File: src/hw/rtl/signed_coeff_bit_packer_macros.svh
// assertion helpers, clocked on clk_i and held off while rst_ni is low
`ifndef SIGNED_COEFF_BIT_PACKER_MACROS_SVH
`define SIGNED_COEFF_BIT_PACKER_MACROS_SVH

// same-cycle implication
`define SCBP_ASSERT_IMP(name, ante, cons, msg) \
  name: assert property (@(posedge clk_i) disable iff (!rst_ni) (ante) |-> (cons)) \
    else $error(msg);

// next-cycle implication
`define SCBP_ASSERT_NXT(name, ante, cons, msg) \
  name: assert property (@(posedge clk_i) disable iff (!rst_ni) (ante) |=> (cons)) \
    else $error(msg);

`endif

File: src/hw/rtl/scbp_pkg.sv
package scbp_pkg;

  localparam int LIMB_WIDTH_DEFAULT = 64;

  localparam int COEFF_W    = 64;
  localparam int FIELD_W    = 63;
  localparam int CB_W       = 6;
  localparam int BS_W       = 13;
  localparam int OL_W       = 6;
  localparam int LW_CNT_W   = 7;
  localparam int CFG_IDX_W  = 2;
  localparam int CFG_DATA_W = 13;

  localparam logic [CB_W-1:0] COEFF_BITS_RESET  = 6'd16;
  localparam logic [BS_W-1:0] BUNDLE_SIZE_RESET = 13'd4;
  localparam logic [OL_W-1:0] OUT_LIMBS_RESET   = 6'd4;

  typedef enum logic [CFG_IDX_W-1:0] {
    CFG_COEFF_BITS  = 2'd0,
    CFG_BUNDLE_SIZE = 2'd1,
    CFG_OUT_LIMBS   = 2'd2
  } cfg_idx_e;

  typedef enum logic [2:0] {
    OP_NONE,
    OP_ACCEPT,
    OP_CHUNK,
    OP_FINISH,
    OP_PART,
    OP_DROP,
    OP_FILL,
    OP_HELD
  } op_e;

  typedef struct packed {
    op_e op;
  } cmd_t;

  typedef struct packed {
    logic full;
    logic lw_lt_ol;
    logic lw_le_ol;
    logic slot_free;
    logic bundle_end;
  } status_t;

endpackage

File: src/hw/rtl/scbp_ifs.sv
interface scbp_coeff_if;
  import scbp_pkg::*;
  logic                      valid;
  logic                      ready;
  logic signed [COEFF_W-1:0] coeff_value;
  logic                      last_coeff;
  modport source (output valid, coeff_value, last_coeff, input ready);
  modport sink (input valid, coeff_value, last_coeff, output ready);
endinterface

interface scbp_limb_if;
  logic        valid;
  logic        ready;
  logic [63:0] limb_word;
  logic        last_limb;
  logic        overflow;
  modport source (output valid, limb_word, last_limb, overflow, input ready);
  modport sink (input valid, limb_word, last_limb, overflow, output ready);
endinterface

interface scbp_cfg_if;
  import scbp_pkg::*;
  logic                  valid;
  logic                  ready;
  logic [CFG_IDX_W-1:0]  index;
  logic [CFG_DATA_W-1:0] wdata;
  modport source (output valid, index, wdata, input ready);
  modport sink (input valid, index, wdata, output ready);
endinterface

File: src/hw/rtl/scbp_ctrl.sv
module scbp_ctrl (
  input  logic              clk_i,
  input  logic              rst_ni,
  input  logic              in_valid_i,
  output logic              in_ready_o,
  input  scbp_pkg::status_t st_i,
  output scbp_pkg::cmd_t    cmd_o
);
  import scbp_pkg::*;

  typedef enum logic [2:0] {
    S_IDLE,
    S_PACK,
    S_PART,
    S_FILL,
    S_HELD
  } state_e;

  state_e state_q, state_d;

  always_comb begin
    state_d    = state_q;
    cmd_o.op   = OP_NONE;
    in_ready_o = 1'b0;
    case (state_q)
      S_IDLE: begin
        in_ready_o = 1'b1;
        if (in_valid_i) begin
          cmd_o.op = OP_ACCEPT;
          state_d  = S_PACK;
        end
      end
      S_PACK: begin
        if (st_i.full) begin
          // a limb that leaves the block needs the output slot
          if (!st_i.lw_lt_ol || st_i.slot_free) begin
            cmd_o.op = OP_CHUNK;
          end
        end else begin
          cmd_o.op = OP_FINISH;
          state_d  = st_i.bundle_end ? S_PART : S_IDLE;
        end
      end
      S_PART: begin
        if (st_i.lw_lt_ol) begin
          if (st_i.slot_free) begin
            cmd_o.op = OP_PART;
            state_d  = S_FILL;
          end
        end else begin
          cmd_o.op = OP_DROP;
          state_d  = S_FILL;
        end
      end
      S_FILL: begin
        if (st_i.lw_le_ol) begin
          if (!st_i.lw_lt_ol || st_i.slot_free) begin
            cmd_o.op = OP_FILL;
          end
        end else begin
          state_d = S_HELD;
        end
      end
      S_HELD: begin
        if (st_i.slot_free) begin
          cmd_o.op = OP_HELD;
          state_d  = S_IDLE;
        end
      end
      default: begin
        state_d = S_IDLE;
      end
    endcase
  end

  always_ff @(posedge clk_i or negedge rst_ni) begin
    if (!rst_ni) begin
      state_q <= S_IDLE;
    end else begin
      state_q <= state_d;
    end
  end

endmodule

File: src/hw/rtl/scbp_datapath.sv
module scbp_datapath #(
  parameter int LIMB_WIDTH = scbp_pkg::LIMB_WIDTH_DEFAULT
) (
  input  logic                                clk_i,
  input  logic                                rst_ni,
  input  scbp_pkg::cmd_t                      cmd_i,
  output scbp_pkg::status_t                   st_o,
  input  logic signed [scbp_pkg::COEFF_W-1:0] coeff_value_i,
  input  logic                                last_coeff_i,
  input  logic                                cfg_we_i,
  input  logic [scbp_pkg::CFG_IDX_W-1:0]      cfg_index_i,
  input  logic [scbp_pkg::CFG_DATA_W-1:0]     cfg_data_i,
  input  logic                                out_ready_i,
  output logic                                out_valid_o,
  output logic [63:0]                         limb_word_o,
  output logic                                last_limb_o,
  output logic                                overflow_o
);
  import scbp_pkg::*;

  localparam int PCW = $clog2(LIMB_WIDTH);
  localparam int SHW = FIELD_W + LIMB_WIDTH;
  localparam logic [LW_CNT_W-1:0] LW_CONST = LW_CNT_W'(LIMB_WIDTH);

  // configuration
  logic [CB_W-1:0] cb_q;
  logic [BS_W-1:0] bs_q;
  logic [OL_W-1:0] ol_q;

  // block state
  logic [LIMB_WIDTH-1:0] pend_q, held_q;
  logic [PCW-1:0]        pc_q;
  logic                  borrow_q;
  logic [LW_CNT_W-1:0]   lw_q;
  logic [BS_W-1:0]       cib_q;
  logic                  ovf_q;

  // coefficient in flight
  logic [FIELD_W-1:0] field_q;
  logic [CB_W-1:0]    rem_q;
  logic               last_q;

  // output register
  logic                  out_valid_q;
  logic [LIMB_WIDTH-1:0] out_word_q;
  logic                  out_last_q, out_ovf_q;

  logic [CB_W-1:0]       bits_eff;
  logic [BS_W-1:0]       bs_eff;
  logic [COEFF_W-1:0]    diff, mask;
  logic [FIELD_W-1:0]    field_new, field_shr;
  logic                  neg;
  logic [LW_CNT_W-1:0]   sum_w, space;
  logic [SHW-1:0]        shifted;
  logic [LIMB_WIDTH-1:0] pack_limb, part_limb, ext_limb, put_val;
  logic [BS_W-1:0]       cib_inc;
  logic                  do_put, lw_lt_ol, lw_eq_ol;

  always_comb begin
    bits_eff  = (cb_q == '0) ? CB_W'(1) : cb_q;
    bs_eff    = (bs_q == '0) ? BS_W'(1) : bs_q;
    diff      = coeff_value_i - COEFF_W'(borrow_q);
    mask      = (COEFF_W'(1) << bits_eff) - COEFF_W'(1);
    field_new = diff[FIELD_W-1:0] & mask[FIELD_W-1:0];
    // exact difference is negative, including the minimum with borrow set
    neg       = coeff_value_i[COEFF_W-1] || ((coeff_value_i == '0) && borrow_q);

    sum_w     = LW_CNT_W'(pc_q) + LW_CNT_W'(rem_q);
    space     = LW_CONST - LW_CNT_W'(pc_q);
    shifted   = SHW'(field_q) << pc_q;
    pack_limb = pend_q | shifted[LIMB_WIDTH-1:0];
    field_shr = field_q >> space;
    part_limb = pend_q | (borrow_q ? ({LIMB_WIDTH{1'b1}} << pc_q) : '0);
    ext_limb  = {LIMB_WIDTH{borrow_q}};
    cib_inc   = cib_q + BS_W'(1);

    lw_lt_ol  = lw_q < LW_CNT_W'(ol_q);
    lw_eq_ol  = lw_q == LW_CNT_W'(ol_q);

    case (cmd_i.op)
      OP_CHUNK: put_val = pack_limb;
      OP_PART:  put_val = part_limb;
      default:  put_val = ext_limb;
    endcase
    do_put = (cmd_i.op == OP_CHUNK) || (cmd_i.op == OP_PART) || (cmd_i.op == OP_FILL);

    st_o.full       = sum_w >= LW_CONST;
    st_o.lw_lt_ol   = lw_lt_ol;
    st_o.lw_le_ol   = lw_lt_ol || lw_eq_ol;
    st_o.slot_free  = !out_valid_q || out_ready_i;
    st_o.bundle_end = last_q || (cib_inc >= bs_eff);
  end

  always_ff @(posedge clk_i or negedge rst_ni) begin
    if (!rst_ni) begin
      cb_q <= COEFF_BITS_RESET;
      bs_q <= BUNDLE_SIZE_RESET;
      ol_q <= OUT_LIMBS_RESET;
    end else if (cfg_we_i) begin
      case (cfg_index_i)
        CFG_COEFF_BITS:  cb_q <= cfg_data_i[CB_W-1:0];
        CFG_BUNDLE_SIZE: bs_q <= cfg_data_i[BS_W-1:0];
        CFG_OUT_LIMBS:   ol_q <= cfg_data_i[OL_W-1:0];
        default: begin
        end
      endcase
    end
  end

  always_ff @(posedge clk_i or negedge rst_ni) begin
    if (!rst_ni) begin
      pend_q      <= '0;
      held_q      <= '0;
      pc_q        <= '0;
      borrow_q    <= 1'b0;
      lw_q        <= '0;
      cib_q       <= '0;
      ovf_q       <= 1'b0;
      field_q     <= '0;
      rem_q       <= '0;
      last_q      <= 1'b0;
      out_valid_q <= 1'b0;
    end else begin
      if ((do_put && lw_lt_ol) || (cmd_i.op == OP_HELD)) begin
        out_valid_q <= 1'b1;
      end else if (out_ready_i) begin
        out_valid_q <= 1'b0;
      end
      if (do_put) begin
        if (lw_lt_ol) begin
          lw_q <= lw_q + LW_CNT_W'(1);
        end else if (lw_eq_ol) begin
          held_q <= put_val;
          lw_q   <= lw_q + LW_CNT_W'(1);
        end else begin
          ovf_q <= 1'b1;
        end
      end
      case (cmd_i.op)
        OP_ACCEPT: begin
          field_q  <= field_new;
          rem_q    <= bits_eff;
          last_q   <= last_coeff_i;
          borrow_q <= neg;
        end
        OP_CHUNK: begin
          field_q <= field_shr;
          rem_q   <= rem_q - space[CB_W-1:0];
          pend_q  <= '0;
          pc_q    <= '0;
        end
        OP_FINISH: begin
          pend_q <= pack_limb;
          pc_q   <= sum_w[PCW-1:0];
          cib_q  <= cib_inc;
        end
        OP_DROP: begin
          if (pc_q != '0) begin
            ovf_q <= 1'b1;
          end
        end
        OP_HELD: begin
          pend_q   <= '0;
          held_q   <= '0;
          pc_q     <= '0;
          borrow_q <= 1'b0;
          lw_q     <= '0;
          cib_q    <= '0;
          ovf_q    <= 1'b0;
        end
        default: begin
        end
      endcase
    end
  end

  always_ff @(posedge clk_i) begin
    if (do_put && lw_lt_ol) begin
      out_word_q <= put_val;
      out_last_q <= 1'b0;
      out_ovf_q  <= ovf_q;
    end else if (cmd_i.op == OP_HELD) begin
      out_word_q <= held_q;
      out_last_q <= 1'b1;
      out_ovf_q  <= ovf_q;
    end
  end

  assign out_valid_o = out_valid_q;
  assign limb_word_o = 64'(out_word_q);
  assign last_limb_o = out_last_q;
  assign overflow_o  = out_ovf_q;

endmodule

File: src/hw/rtl/signed_coeff_bit_packer.sv
// sequence: a coefficient is accepted, a chunk step puts out each limb that it fills and
//   a finish step packs the rest; a bundle end adds a part step for the partial limb,
//   fill steps and the final held limb; a new coefficient is accepted only once the
//   previous one is packed; output stalls hold the limb sequencer
// reset: async active low; clears block state, output valid and the sequencer,
//   and loads coeff_bits 16, bundle_size 4, out_limbs 4
`include "signed_coeff_bit_packer_macros.svh"

module signed_coeff_bit_packer #(
  parameter int LIMB_WIDTH = scbp_pkg::LIMB_WIDTH_DEFAULT
) (
  input logic         clk_i,
  input logic         rst_ni,
  scbp_coeff_if.sink  coeff_i,
  scbp_limb_if.source limb_o,
  scbp_cfg_if.sink    cfg_i
);
  import scbp_pkg::*;

  cmd_t    cmd;
  status_t st;

  assign cfg_i.ready = 1'b1;

  scbp_ctrl u_ctrl (
    .clk_i      (clk_i),
    .rst_ni     (rst_ni),
    .in_valid_i (coeff_i.valid),
    .in_ready_o (coeff_i.ready),
    .st_i       (st),
    .cmd_o      (cmd)
  );

  scbp_datapath #(
    .LIMB_WIDTH (LIMB_WIDTH)
  ) u_datapath (
    .clk_i         (clk_i),
    .rst_ni        (rst_ni),
    .cmd_i         (cmd),
    .st_o          (st),
    .coeff_value_i (coeff_i.coeff_value),
    .last_coeff_i  (coeff_i.last_coeff),
    .cfg_we_i      (cfg_i.valid),
    .cfg_index_i   (cfg_i.index),
    .cfg_data_i    (cfg_i.wdata),
    .out_ready_i   (limb_o.ready),
    .out_valid_o   (limb_o.valid),
    .limb_word_o   (limb_o.limb_word),
    .last_limb_o   (limb_o.last_limb),
    .overflow_o    (limb_o.overflow)
  );

  `SCBP_ASSERT_NXT(a_busy_after_beat, coeff_i.valid && coeff_i.ready, !coeff_i.ready, "coefficient taken while previous one still packing")
  `SCBP_ASSERT_IMP(a_load_slot, (cmd.op == OP_HELD) || (cmd.op == OP_PART), st.slot_free, "output register loaded while occupied")
  `SCBP_ASSERT_NXT(a_held_last, cmd.op == OP_HELD, limb_o.valid && limb_o.last_limb, "final limb of block not offered")

endmodule
File: src/flat_wrapper.sv
// flat-port wrapper written by rule: the top's interface ports become plain ports
module signed_coeff_bit_packer_flat import scbp_pkg::*;
#(
  parameter int LIMB_WIDTH = scbp_pkg::LIMB_WIDTH_DEFAULT
)
  (clk_i, rst_ni, coeff_i_valid, coeff_i_coeff_value, coeff_i_last_coeff, coeff_i_ready, limb_o_valid, limb_o_limb_word, limb_o_last_limb, limb_o_overflow, limb_o_ready, cfg_i_valid, cfg_i_index, cfg_i_wdata, cfg_i_ready);
  scbp_coeff_if coeff_i_i ();
  scbp_limb_if limb_o_i ();
  scbp_cfg_if cfg_i_i ();
  input logic clk_i;
  input logic rst_ni;
  input wire logic [$bits(coeff_i_i.valid)-1:0] coeff_i_valid;
  input wire logic [$bits(coeff_i_i.coeff_value)-1:0] coeff_i_coeff_value;
  input wire logic [$bits(coeff_i_i.last_coeff)-1:0] coeff_i_last_coeff;
  output wire logic [$bits(coeff_i_i.ready)-1:0] coeff_i_ready;
  output wire logic [$bits(limb_o_i.valid)-1:0] limb_o_valid;
  output wire logic [$bits(limb_o_i.limb_word)-1:0] limb_o_limb_word;
  output wire logic [$bits(limb_o_i.last_limb)-1:0] limb_o_last_limb;
  output wire logic [$bits(limb_o_i.overflow)-1:0] limb_o_overflow;
  input wire logic [$bits(limb_o_i.ready)-1:0] limb_o_ready;
  input wire logic [$bits(cfg_i_i.valid)-1:0] cfg_i_valid;
  input wire logic [$bits(cfg_i_i.index)-1:0] cfg_i_index;
  input wire logic [$bits(cfg_i_i.wdata)-1:0] cfg_i_wdata;
  output wire logic [$bits(cfg_i_i.ready)-1:0] cfg_i_ready;
  assign coeff_i_i.valid = coeff_i_valid;
  assign coeff_i_i.coeff_value = coeff_i_coeff_value;
  assign coeff_i_i.last_coeff = coeff_i_last_coeff;
  assign coeff_i_ready = coeff_i_i.ready;
  assign limb_o_valid = limb_o_i.valid;
  assign limb_o_limb_word = limb_o_i.limb_word;
  assign limb_o_last_limb = limb_o_i.last_limb;
  assign limb_o_overflow = limb_o_i.overflow;
  assign limb_o_i.ready = limb_o_ready;
  assign cfg_i_i.valid = cfg_i_valid;
  assign cfg_i_i.index = cfg_i_index;
  assign cfg_i_i.wdata = cfg_i_wdata;
  assign cfg_i_ready = cfg_i_i.ready;
  signed_coeff_bit_packer #(.LIMB_WIDTH(LIMB_WIDTH)) u_core (.clk_i(clk_i), .rst_ni(rst_ni), .coeff_i(coeff_i_i), .limb_o(limb_o_i), .cfg_i(cfg_i_i));
endmodule
File: config.mk
export PLATFORM = sky130hd
export DESIGN_NAME = signed_coeff_bit_packer_flat
export DESIGN_NICKNAME = d
export VERILOG_FILES = /design/src/hw/rtl/scbp_pkg.sv /design/src/hw/rtl/scbp_ifs.sv /design/src/hw/rtl/scbp_ctrl.sv /design/src/hw/rtl/scbp_datapath.sv /design/src/hw/rtl/signed_coeff_bit_packer.sv /design/src/flat_wrapper.sv
export VERILOG_INCLUDE_DIRS = /design/src /design/src/hw/rtl
export SDC_FILE = /design/constraint.sdc
export NUM_CORES = 1
export LEC_CHECK = 0
export BUFFER_PORTS_ARGS = -buffer_cell sky130_fd_sc_hd__buf_2
export CAP_MARGIN = 20
export CELL_PAD_IN_SITES_DETAIL_PLACEMENT = 1
export CELL_PAD_IN_SITES_GLOBAL_PLACEMENT = 1
export CORE_MARGIN = 4
export CORE_UTILIZATION = 40
export CTS_CLUSTER_DIAMETER = 40
export CTS_CLUSTER_SIZE = 10
export DETAILED_ROUTE_END_ITERATION = 6
export PLACE_DENSITY_LB_ADDON = 0.1
export SLEW_MARGIN = 40
export SYNTH_ARGS = -nofsm -noshare
export SYNTH_HDL_FRONTEND = slang
export SYNTH_SLANG_ARGS = --single-unit
File: constraint.sdc
create_clock -name clk_i -period 7.9 [get_ports clk_i]
set_input_delay 1.58 -clock clk_i [delete_from_list [all_inputs] [get_ports clk_i]]
set_output_delay 1.58 -clock clk_i [all_outputs]
set_load 0.01 [all_outputs]
# Word level (Yosys, flattened, before mapping)
# Index checks and enable logic that the tools add are counted.
# op_classes
n_lt_le_gt_ge	3
addsub	7
n_eq_ne	20
div	0
multipliers	0
shift	4
n_reduce_logical	34
bitwise	3
n_mux	47
# op_table
operator	count
$mux W64	7
$pmux W64 S2	2
$or A64 B64 Y64	2
$pmux W63 S2	1
$logic_not A64 Y1	1
$shl A63 B6 Y64	1
$shl A64 B6 Y64 const A	1
$and A63 B63 Y63	1
$shl A1 B6 Y63 const A	1
$shr A63 B7 Y63	1
$sub A63 B1 Y63	1
$sub A63 B2 Y63 const B	1
$mux W3	12
$pmux W3 S5	2
$mux W7	4
$pmux W13 S2	1
$pmux W6 S2	2
$reduce_bool A2 Y1	8
$eq A3 B3 Y1 const B	5
$add A13 B1 Y13 const B	1
$ge A13 B13 Y1	1
$logic_not A13 Y1	1
$mux W13	1
$eq A3 B2 Y1 const B	4
29 further kinds	56
# totals
regBits	321
ramBits	0
latch_bits	0
output_inout_bits	69
n_memories	0
romBits	0
word_cells	136

# Logic depth before layout (Yosys ltp)
# depth
ltp_word	12
mapped_depth	20
depth_no_buf	13

# By module
# Synthesis repeated with hierarchy kept, for this count alone.
# unflattened
hier_cells	3107
area_unflattened_um2	26690.6
# by_module_without_submodules
module	instances	area_per_inst_um2	cells_per_inst
scbp_datapath	1	26407.8	3072
scbp_ctrl	1	271.5	33
signed_coeff_bit_packer	1	11.3	2

# Worst setup path before layout
# OpenSTA, ideal clock, no wires.
# synth_timing
path_kind	input to register
from	input port limb_o_ready
to	register u_core.u_datapath.out_word_q[0], in the netlist u_core.u_datapath.limb_word_o[0], enable pin
path_stages	9
path_slack_ns	3.008
t_arrival_ns	4.198
cell_sequence	nand2b_1 a21oi_1 o22ai_1 o2bb2ai_1 a21oi_1 nand2_1 buf_2 buf_1 nand2_1
# synth_between
elab_chain_len	10
elab_cells_between_ends	18
# synth_rtl
element	line_no	rtl
start: declaration	flat_wrapper.sv:20	input wire logic [$bits(limb_o_i.ready)-1:0] limb_o_ready;
$logic_or A1 B1 Y1 *	scbp_datapath.sv:90	st_o.slot_free = !out_valid_q || out_ready_i;
$logic_or A1 B1 Y1	scbp_ctrl.sv:36, scbp_ctrl.sv:57	
$mux W3 or $mux W2 (tied branches)	scbp_ctrl.sv:57, scbp_ctrl.sv:36	
$mux W3 (on tied branches)	scbp_ctrl.sv:56, scbp_ctrl.sv:34	
$pmux W3 S5 *	scbp_ctrl.sv:25	case (state_q)
$eq A3 B2 Y1 or $eq A3 B3 Y1 (tied branches)	scbp_datapath.sv:85	do_put = (cmd_i.op == OP_CHUNK) || (cmd_i.op == OP_PART) || (cmd_i.op == OP_FILL);
$logic_or A1 B1 Y1 (2 in a row)	scbp_datapath.sv:85	
$logic_and A1 B1 Y1	scbp_datapath.sv:178	if (do_put && lw_lt_ol) begin
$reduce_bool A2 Y1 (no line) *	--	
end signal: assignment	scbp_datapath.sv:179	out_word_q <= put_val;
end signal: assignment	scbp_datapath.sv:183	out_word_q <= held_q;
end: declaration	scbp_datapath.sv:45	logic [LIMB_WIDTH-1:0] out_word_q;
# Mark *: on every way between the ends. The rest lies on a longest branch, timed or not.
# A chain may end at the register's enable or synchronous reset.

# Worst setup path after layout
# layout_timing
from	register u_core.u_datapath.pc_q[0]
to	register u_core.u_datapath.field_q[0]
# layout_between
elab_chain_len	6
elab_cells_between_ends	10
# layout_rtl
element	line_no	rtl
start: declaration	scbp_datapath.sv:32	logic [PCW-1:0] pc_q;
start signal: assignment	scbp_datapath.sv:154	pc_q <= sum_w[PCW-1:0];
$add A6 B6 Y7	scbp_datapath.sv:68	sum_w = LW_CNT_W'(pc_q) + LW_CNT_W'(rem_q);
$ge A7 B7 Y1	scbp_datapath.sv:87	st_o.full = sum_w >= LW_CONST;
$mux W3	scbp_ctrl.sv:34	if (st_i.full) begin
$pmux W3 S5	scbp_ctrl.sv:25	
$eq A3 B2 Y1 or $eq A3 B1 Y1 (tied branches)	scbp_datapath.sv:139	case (cmd_i.op)
$pmux W63 S2 or $reduce_bool A2 Y1 (tied branches)	--	
end signal: assignment	scbp_datapath.sv:141	field_q <= field_new;
end signal: assignment	scbp_datapath.sv:147	field_q <= field_shr;
end: declaration	scbp_datapath.sv:39	logic [FIELD_W-1:0] field_q;
# Several ways; a longest one is shown, not always the timed one.

==> flow_metrics.env <==
export IMPL_yosys_mux_area_fraction_pct=15.62
export IMPL_critical_path_max_stage_delay_ns=0.89
export IMPL_ys_ff_latch=321
export IMPL_timing_final_crit_share_pct=67.94
export IMPL_setup_worst_path_class="register to register"
export IMPL_place_inst=3914
export IMPL_finalSetupViolations=0
export IMPL_start_util_pct=40.73
export IMPL_crit_chain="ha_1 > fa_1 > a211o_1 > a21oi_1 > o21ai_2 > o311ai_4 > nor4_4 > nand3_1 > nor2_1 > a41o_1 > mux2_2"
export IMPL_yosys_cell_types_count=100
export IMPL_adder_cell_fraction_of_synth_area_pct=2.040
export IMPL_powerDensity_mw_per_mm2=568.9
export IMPL_finish_net_count=3267
export IMPL_critical_path_slowest_cell="sky130_fd_sc_hd__dfrtp_4"
export IMPL_fp_coreArea_mm2=0.06354
export IMPL_cts_path_max_buffers=3
export IMPL_post_route_min_period_ns=5.367
export IMPL_sequential_fraction_of_the_synthesis_area_pct=32.29
export IMPL_post_cts_hold_buffer_count=0
export IMPL_arrival_ns=5.86
export IMPL_worst_hold_path_endpoint="u_core.u_datapath.overflow_o"
export IMPL_hp_class="register to register"
export IMPL_synth_xor_xnor_area_share_pct=3.080
export IMPL_final_instance_count_excl_fill=4045
export IMPL_tritoncts_num_buffers=70
export IMPL_first_global_vias=26930
export IMPL_buffer_ports_inserted=152
export IMPL_post_drt_via_cell_ratio=6.526
export IMPL_clk_insertion_delay_late_ns=0.62
export IMPL_worstRegToRegCells=11
export IMPL_clock_skew_final_ns=0.03349
export IMPL_worstPathMaxFanout=51
export IMPL_async_reset_ff_share_pct=79.44
export IMPL_setup_tns_ns=0
export IMPL_grt_antenna_before_repair=0
export IMPL_ys_dominant_reg_cell="sky130_fd_sc_hd__dfrtp_1"
export IMPL_cts_tree="built"
export IMPL_synth_warnings=0
export IMPL_clk_root_buffer_cell="sky130_fd_sc_hd__clkbuf_16"
export IMPL_detail_route_drc_violations=0
export IMPL_slew_of_the_pin_with_the_lowest_slew_margin_ns=0.9274
export IMPL_diode_count=0
export IMPL_rsz0062_at_grt="no"
export IMPL_worst_path_buf_inv=0
export IMPL_wl_per_cell_um=30.76
export IMPL_drtPass1Iterations=6
export IMPL_clock_tree_htree_level_count=3
export IMPL_place_gp_congestion=0.9885
export IMPL_cpLargestDelayFamily="simple AND/OR/NAND/NOR gates"
export IMPL_p_leak_nw=12.21
export IMPL_timing_slew_headroom_pct=37.95
export IMPL_hold_worst_slack_ns=0.4415
export IMPL_final_cell_mix="sky130_fd_sc_hd__nor2_1 (364), sky130_fd_sc_hd__nand2_1 (311), sky130_fd_sc_hd__o21ai_0 (263)"
export IMPL_synth_top_family_by_area="compound AO/OA/AOI/OAI gates"
export IMPL_capture_instance_of_the_worst_register_to_register_path="u_core.u_datapath.field_q[0]"
export IMPL_synthSimpleGateAreaFrac_pct=18.65
export IMPL_grt_start_max_net_pins=102
export IMPL_hold_start="u_core.u_datapath.ovf_q"
export IMPL_rrSetupSlack_ns=2.53
export IMPL_timing_final_hold_violations=0
export IMPL_outcome="finished, final reports clean"
export IMPL_boundaryPins=154
export IMPL_timing_critical_path_to_type="register"
export IMPL_detailedRoute_firstIterationViolations=2503
export IMPL_dieHeight_um=262.4
export IMPL_syn_to_final_growth_pct=15.56
export IMPL_synthCells=3101
export IMPL_std_cell_rows=92
export IMPL_cts_post_setup_buffers_inserted=0
export IMPL_route_vias_total=26400
export IMPL_post_synth_cell_area_avg_um2=8.346
export IMPL_holdPathStages=0
export IMPL_crit_reg2reg_launch="u_core.u_datapath.pc_q[0]"
export IMPL_path_clk_slew_ns=0.05
export IMPL_achievable_frequency_ghz=0.1863
export IMPL_synth_compound_area_share_pct=23.47
export IMPL_post_cts_resize_count=0
export IMPL_n_fill_cell=7546
export IMPL_synthesis_area_mm2=0.02588
export IMPL_seqCellArea_mm2=0.008366
export IMPL_overflow=0
export IMPL_routed_wirelength_um=124400
export IMPL_synth_edff_count=65
export IMPL_global_route_wire_length_before_repair_um=183700
export IMPL_timing_final_max_slew_violations=0
export IMPL_timing_max_cap_violations=0
export IMPL_detail_route_antenna_nets=0
export IMPL_final_layout_size_suffix_gt1_share_pct=18.97
export IMPL_clock_sinks=321
export IMPL_die_x_um=262.4
export IMPL_multi_input_comb_area_mm2=0.01644
export IMPL_cp_data_required_time_ns=8.39
export IMPL_post_layout_total_power_mw=17.01
export IMPL_layout_commonest_cell="sky130_fd_sc_hd__nor2_1"
export IMPL_grt_use_total_pct=34.66
export IMPL_post_detailed_placement_half_perimeter_wirelength_um=90820
export IMPL_peakVddDrop_mv=0.6756
export IMPL_timing_critical_path_from_type="register"
export IMPL_die_area_mm2=0.06884
[how the worst max path moves through the flow]
stage / slack [ns] / endpoint / depth (start not counted) / startpoint
after global placement: 2.46 / u_core.u_datapath.field_q[0] / 10 / limb_o_ready
after CTS: 2.55 / u_core.u_datapath.field_q[0] / 11 / u_core.u_datapath.pc_q[0]
after floorplan: 3.01 / u_core.u_datapath.limb_word_o[0] / 9 / limb_o_ready
after detailed placement: 2.45 / u_core.u_datapath.field_q[0] / 10 / limb_o_ready
after global routing: 2.19 / u_core.u_datapath.field_q[0] / 11 / u_core.u_datapath.pc_q[0]
final: 2.53 / u_core.u_datapath.field_q[0] / 11 / u_core.u_datapath.pc_q[0]
[registers in the layout, indices dropped and copies added (netlist names)]
| signal | flops |
|---|---|
| u_core.u_datapath.ovf_q | 1 |
| u_core.u_datapath.limb_word_o | 64 |
| u_core.u_datapath.held_q | 64 |
| u_core.u_datapath.pend_q | 64 |
| u_core.u_ctrl.state_q | 3 |
| u_core.u_datapath.ol_q | 6 |
| u_core.u_datapath.last_q | 1 |
| u_core.u_datapath.borrow_q | 1 |
| u_core.u_datapath.out_valid_o | 1 |
| u_core.u_datapath.cib_q | 13 |
| u_core.u_datapath.bs_q | 13 |
| u_core.u_datapath.last_limb_o | 1 |
| u_core.u_datapath.rem_q | 6 |
| u_core.u_datapath.overflow_o | 1 |
| u_core.u_datapath.field_q | 63 |
| u_core.u_datapath.lw_q | 7 |
| u_core.u_datapath.cb_q | 6 |
| u_core.u_datapath.pc_q | 6 |
[through the flow]
| stage | setup slack, ns | area (um2) | util (%) |
|---|---|---|---|
| after global routing | 2.191 | 29910 | 47.07 |
| after global placement | 2.465 | 27260 | 42.90 |
| final | 2.533 | 29910 | 47.07 |
| after CTS | 2.554 | 29900 | 47.06 |
| after floorplan | 3.008 | 25880 | - |
| after detailed placement | 2.446 | 27400 | 43.12 |
[cell families after synthesis]
| family | after synthesis |
|---|---|
| buf+inv | 307 |
| fa+ha+maj | 41 |
| other cells | 1 |
| flops | 321 |
| xor+xnor | 91 |
| compound gates | 961 |
| mux | 321 |
| simple gates | 1058 |
[final cells by class]
class,instances,share of cell area [%]
clock buffers,81,6.233
clock inverters,49,2.129
inverters,52,0.6652
multi-input cells,2474,54.96
flip-flops and latches,321,27.97
well taps,846,3.539
repair buffers,222,4.501
[cells in the mapped netlist, drive strengths merged, types with 42 or more instances]
cell      n  area (um2)
o21ai   276        1396
nand3   103       520.5
a31oi    44       275.3
mux2    123        1385
edfxtp   65        1952
inv      52       195.2
dfrtp   252        6306
nor3    100       531.8
buf      99       471.7
a22oi    42       315.3
mux2i   144        1441
mux4     54        1216
clkbuf  156       585.6
a21oi   253        1266
nand2   318        1201
a211oi   75       580.6
xnor2    52       455.4
o22ai    55       344.1
nor2    375        1428
[power by group]
group | internal (mW) | switching, mW | total [mW] | leakage [nW]
Sequential | 2.47 | 0.854 | 3.33 | 3.98
Combinational | 3.32 | 7.25 | 10.6 | 7.02
Clock | 2.03 | 1.10 | 3.12 | 1.21
Total | 7.82 | 9.20 | 17.0 | 12.2
[layer usage]
layer / track usage, % / share of wire, %
met1: 42.98 / 40
met2: 56.95 / 47
met3: 5.636 / 5.8
met4: 20.79 / 7.1
met5: 0 / 0
Power figures use the tool's default switching activity.
